## src/rtl/core/crcw_pkg.sv

```systemverilog
// Shared types, constants and bit helpers for the CRC byte/word engine.
// No dependencies; imported by the table, lane, merge and top-level modules.
package crcw_pkg;

   localparam int LANES       = 8;   // bytes per transaction, one lane each
   localparam int CRC_W       = 64;
   localparam int ROWS        = 64;  // residues x^(W+i) mod P, i = 0..63
   localparam int CSR_INDEX_W = 2;

   localparam logic [CSR_INDEX_W-1:0] CSR_POLYNOMIAL     = 2'd0;
   localparam logic [CSR_INDEX_W-1:0] CSR_WIDTH_IS_64    = 2'd1;
   localparam logic [CSR_INDEX_W-1:0] CSR_REFLECTED_MODE = 2'd2;

   localparam logic [CRC_W-1:0] POLY_RESET = 64'h0000_0000_1EDC_6F41;

   typedef struct packed {
      logic [CRC_W-1:0] polynomial;
      logic             width_is_64;
      logic             reflected_mode;
   } cfg_type;

   typedef logic [ROWS-1:0][CRC_W-1:0]  row_array_type;
   typedef logic [7:0][CRC_W-1:0]       lane_rows_type;
   typedef logic [LANES-1:0][CRC_W-1:0] lane_sum_type;

   function automatic logic [CRC_W-1:0] width_mask(input logic w64);
      return w64 ? {CRC_W{1'b1}} : {{(CRC_W/2){1'b0}}, {(CRC_W/2){1'b1}}};
   endfunction

   // Bit reverse within the active CRC width.
   function automatic logic [CRC_W-1:0] reverse_crc(input logic [CRC_W-1:0] v,
                                                    input logic w64);
      logic [CRC_W-1:0]   r64;
      logic [CRC_W/2-1:0] r32;
      for (int i = 0; i < CRC_W; i++) r64[i] = v[CRC_W-1-i];
      for (int i = 0; i < CRC_W/2; i++) r32[i] = v[CRC_W/2-1-i];
      return w64 ? r64 : {{(CRC_W/2){1'b0}}, r32};
   endfunction

   function automatic logic [7:0] reverse_byte(input logic [7:0] v);
      logic [7:0] r;
      for (int i = 0; i < 8; i++) r[i] = v[7-i];
      return r;
   endfunction

endpackage

```

## src/rtl/core/crcw_lane.sv

```systemverilog
// One byte lane: folds its byte into the residue rows of its fixed position
// and registers the partial CRC. Uses crcw_pkg.
module crcw_lane (
   input  logic                    clock,
   input  logic                    enable,
   input  logic                    reflected_mode,
   input  logic [7:0]              data_byte,
   input  crcw_pkg::lane_rows_type lane_rows,
   output logic [crcw_pkg::CRC_W-1:0] partial
);
   import crcw_pkg::*;

   logic [7:0]       bits;
   logic [CRC_W-1:0] partial_in, partial_ff;

   // reflected bytes enter in mirrored order
   assign bits = reflected_mode ? reverse_byte(data_byte) : data_byte;

   always_comb begin
      partial_in = '0;
      for (int j = 0; j < 8; j++) begin
         if (bits[j]) partial_in = partial_in ^ lane_rows[j];
      end
   end

   always_ff @(posedge clock) begin
      if (enable) begin
         partial_ff <= partial_in;
      end
   end

   assign partial = partial_ff;

endmodule

```

## config.mk

```make
export PLATFORM = sky130hd
export DESIGN_NAME = crcw_lane
export DESIGN_NICKNAME = d
export VERILOG_FILES = /design/src/rtl/core/crcw_pkg.sv /design/src/rtl/core/crcw_lane.sv
export SDC_FILE = /design/constraint.sdc
export NUM_CORES = 1
export LEC_CHECK = 0
export BUFFER_PORTS_ARGS = -buffer_cell sky130_fd_sc_hd__buf_4
export CAP_MARGIN = 20
export CORE_AREA = 2 2 227 229
export CTS_BUF_LIST = sky130_fd_sc_hd__clkbuf_16
export DETAILED_ROUTE_END_ITERATION = 6
export DIE_AREA = 0 0 229 231
export PLACE_DENSITY = 0.44
export SLEW_MARGIN = 25
export SYNTH_ARGS = -nofsm -noshare
export SYNTH_HDL_FRONTEND = slang
export SYNTH_SLANG_ARGS = --single-unit
```

## constraint.sdc

```tcl
create_clock -name clock -period 2.1 [get_ports clock]
set_input_delay 0.63 -clock clock [delete_from_list [all_inputs] [get_ports clock]]
set_output_delay 0.63 -clock clock [all_outputs]
set_load 0.005 [all_outputs]
```

==> flow_metrics.py <==
metrics = {
    "final_layout": {
        "drive_gt1_share_pct": 38.8,
        "fin_util_pct": 30.1,
        "fin_area_um2": 15300,
        "areaGrowthSynthToFinish_pct": 65.4,
        "nNetsFinal": 2352,
        "fillers": 5576,
        "largest_reg_flops": 64,
        "layoutNonFillerInstCount": 2514,
    },
    "placed_design": {
        "place_inst": 2497,
        "port_buffers": 586,
        "dpl.hpwl_mm": 38.1,
        "gp_congestion": 0.892,
        "post-place-ws_ns": -0.531,
        "placed_area_um2": 14900,
    },
    "power_and_ir_drop": {
        "power_per_cell_area_nw_per_um2": 555,
        "peakVddDrop_v": 0.000396,
        "p_leak_nw": 6.49,
    },
    "sta": {
        "holdWs_ns": 0.656,
        "drv_slew": 0,
        "fmax_ghz": 0.481,
        "timing.final.crit_share_pct": 99.0,
        "setup_viol": 0,
        "fin_crit_ns": 2.08,
        "relSlewSlack_pct": 74.8,
        "hold_violations": 0,
        "rsz0062_at_grt": "no",
        "timing.final.ws_setup_ns": 0.0219,
        "tightest_slew_ns": 0.375,
    },
    "floorplan": {
        "start_util_pct": 18.2,
        "num_rows": 83,
        "die-area_um2": 52900,
        "fp.dieH_um": 231,
        "pin_count": 587,
        "die_w_um": 229,
        "core_area_um2": 50700,
    },
    "grt": {
        "grt_pass1_vias": 10572,
        "grt_usage_pct": 16.9,
        "grt_pass1_wl_mm": 66.2,
        "antenna_found_initial": 3,
        "overflow": 0,
        "grt_max_degree": 37,
    },
    "synthesis": {
        "async_flop_share_pct": 0,
        "synth-main-ff-cell": "edfxtp_1",
        "synth-edff-count": 64,
        "synth_fp_nets": 1746,
        "synth_top_area_share_pct": 32.8,
        "yosys_warnings": 0,
        "yosysSeqAreaShare_pct": 20.8,
        "ys_seq_elements": 64,
        "avgSynthCellArea_um2": 7.54,
        "synth_area_leaders": "xnor2_1 (33%), edfxtp_1 (21%), nand2_1 (19%)",
        "yosysTopAreaCell": "xnor2_1",
        "netlist_instances": 1223,
        "synth.distinct_cells": 20,
        "synth_area_um2": 9230,
    },
    "status": {
        "status": "complete, no violations",
    },
    "routing": {
        "drt_wl_total_mm": 46.4,
        "num_vias": 10571,
        "drtIter0Drc": 528,
        "routed_via_density": 4.20,
        "wl_per_cell_um": 18.5,
        "antenna_left": 0,
        "dr.pass1.iters": 4,
        "drcViolationCount": 0,
    },
    "critical_path": {
        "worstPathCellList": "buf_8 > buf_12 > mux2_4 > buf_12 > buf_4 > nand2_1 > xnor2_1 > xnor2_2 > xnor2_1",
        "slowest_stage": "xnor2_2",
        "cp_slowest_stage_delay_ns": 0.34,
        "crit_type": "primary input to register",
        "cp-end-kind": "register",
        "cp.arrival_ns": 2.20,
        "required_ns": 2.22,
        "start_kind": "primary input",
        "crit_fanout": 14,
    },
    "clock_tree": {
        "cts_buffers": 9,
        "h-tree-depth": 3,
        "cts_tree": "yes",
        "ctsRootBufferMaster": "clkbuf_16",
        "cts_buffer_depth": 2,
        "clk_pin_slew_ns": 0.07,
        "cts.sinks": 64,
    },
    "flow_run": {
        "drv_cap": 0,
    },
    "hold_path": {
        "min_path_type": "primary input to register",
    },
}
-- path summary, 6_finish.rpt --
check	start	end	cells past startpoint
worst max-delay path	reflected_mode	partial[1]$_DFFE_PP_	9
worst min-delay path	enable	partial[36]$_DFFE_PP_	1
-- repair_timing --
action | in CTS | in global routing
cloned | 0 | 0
pin swaps | 0 | 3
hold endpoints to repair | 0 | 0
gates resized for setup | 4 | 8
buffers inserted | 0 | 1
hold buffers | 0 | 0
endpoints found under the setup margin | 6 | 16
-- cells in the mapped netlist, types with 2 or more instances --
| cell | number |
|---|---|
| a31oi_1 | 28 |
| buf_2 | 41 |
| buf_6 | 27 |
| clkbuf_1 | 15 |
| edfxtp_1 | 64 |
| mux2_2 | 2 |
| mux2_4 | 6 |
| nand2_1 | 461 |
| nand2_2 | 3 |
| nand4_1 | 10 |
| o2111ai_1 | 10 |
| o21ai_0 | 38 |
| o221ai_1 | 38 |
| o22ai_1 | 66 |
| xnor2_1 | 346 |
| xor2_1 | 64 |
-- cells in the final DEF (no fill, tap or decap), types with 2 or more instances in the layout --
cell type / netlist / final
xor2_1: 64 / 62
buf_12: 0 / 23
nand2_2: 3 / 3
nand2_1: 461 / 461
o21ai_0: 38 / 38
o221ai_1: 38 / 38
clkinv_1: 0 / 3
buf_4: 1 / 655
xnor2_1: 346 / 340
mux2_4: 6 / 6
o22ai_1: 66 / 66
xnor2_2: 0 / 6
edfxtp_1: 64 / 64
xor2_2: 0 / 2
a31oi_1: 28 / 28
clkbuf_16: 0 / 9
o2111ai_1: 10 / 10
nand4_1: 10 / 10
-- final cells by class --
class | count | area, um2 | area share, %
diodes | 1 | 2.50 | 0.0164
clock buffers | 9 | 225 | 1.48
clock inverters | 6 | 52.6 | 0.344
multi-input cells | 1074 | 6800 | 44.6
flip-flops and latches | 64 | 1920 | 12.6
well taps | 680 | 851 | 5.58
repair buffers | 680 | 5400 | 35.4
-- kinds of logic after synthesis --
| kind of cell | synth area share (%) |
|---|---|
| AO/OA/AOI/OAI | 13.0 |
| XOR/XNOR | 38.9 |
| buffers and inverters | 6.25 |
| flip-flops | 20.8 |
| multiplexers | 1.22 |
| AND/OR/NAND/NOR | 19.8 |
-- report_power, final --
part	switching [mW]	total (mW)	internal (mW)
Clock	0.722	1.62	0.898
Combinational	2.11	4.73	2.62
Sequential	0.130	2.11	1.98
Total	2.96	8.46	5.50
-- critical path: cells and delay by family --
family	cells	cell delay (ns)
buffers and inverters	4	0.61
xor gates and xnor gates	3	0.55
muxes	1	0.31
and+or+nand+nor	1	0.08
-- metrics by stage --
step	total power, mW	setup TNS, ns
finish	8.46	0
global route	9.01	0
CTS	8.62	0
detailed placement	6.89	-21.47
global placement	6.86	-20.34
floorplan	4.54	0
-- routing by layer --
layer | track usage [%] | wire length, um | vias up
li1 | - | - | 5289
met1 | 20.4 | 19700 | 4903
met2 | 30.0 | 23300 | 351
met3 | 4.47 | 2930 | 24
met4 | 3.63 | 466 | 4
met5 | 0 | 24 | -
(Power assumes the default switching activity.)
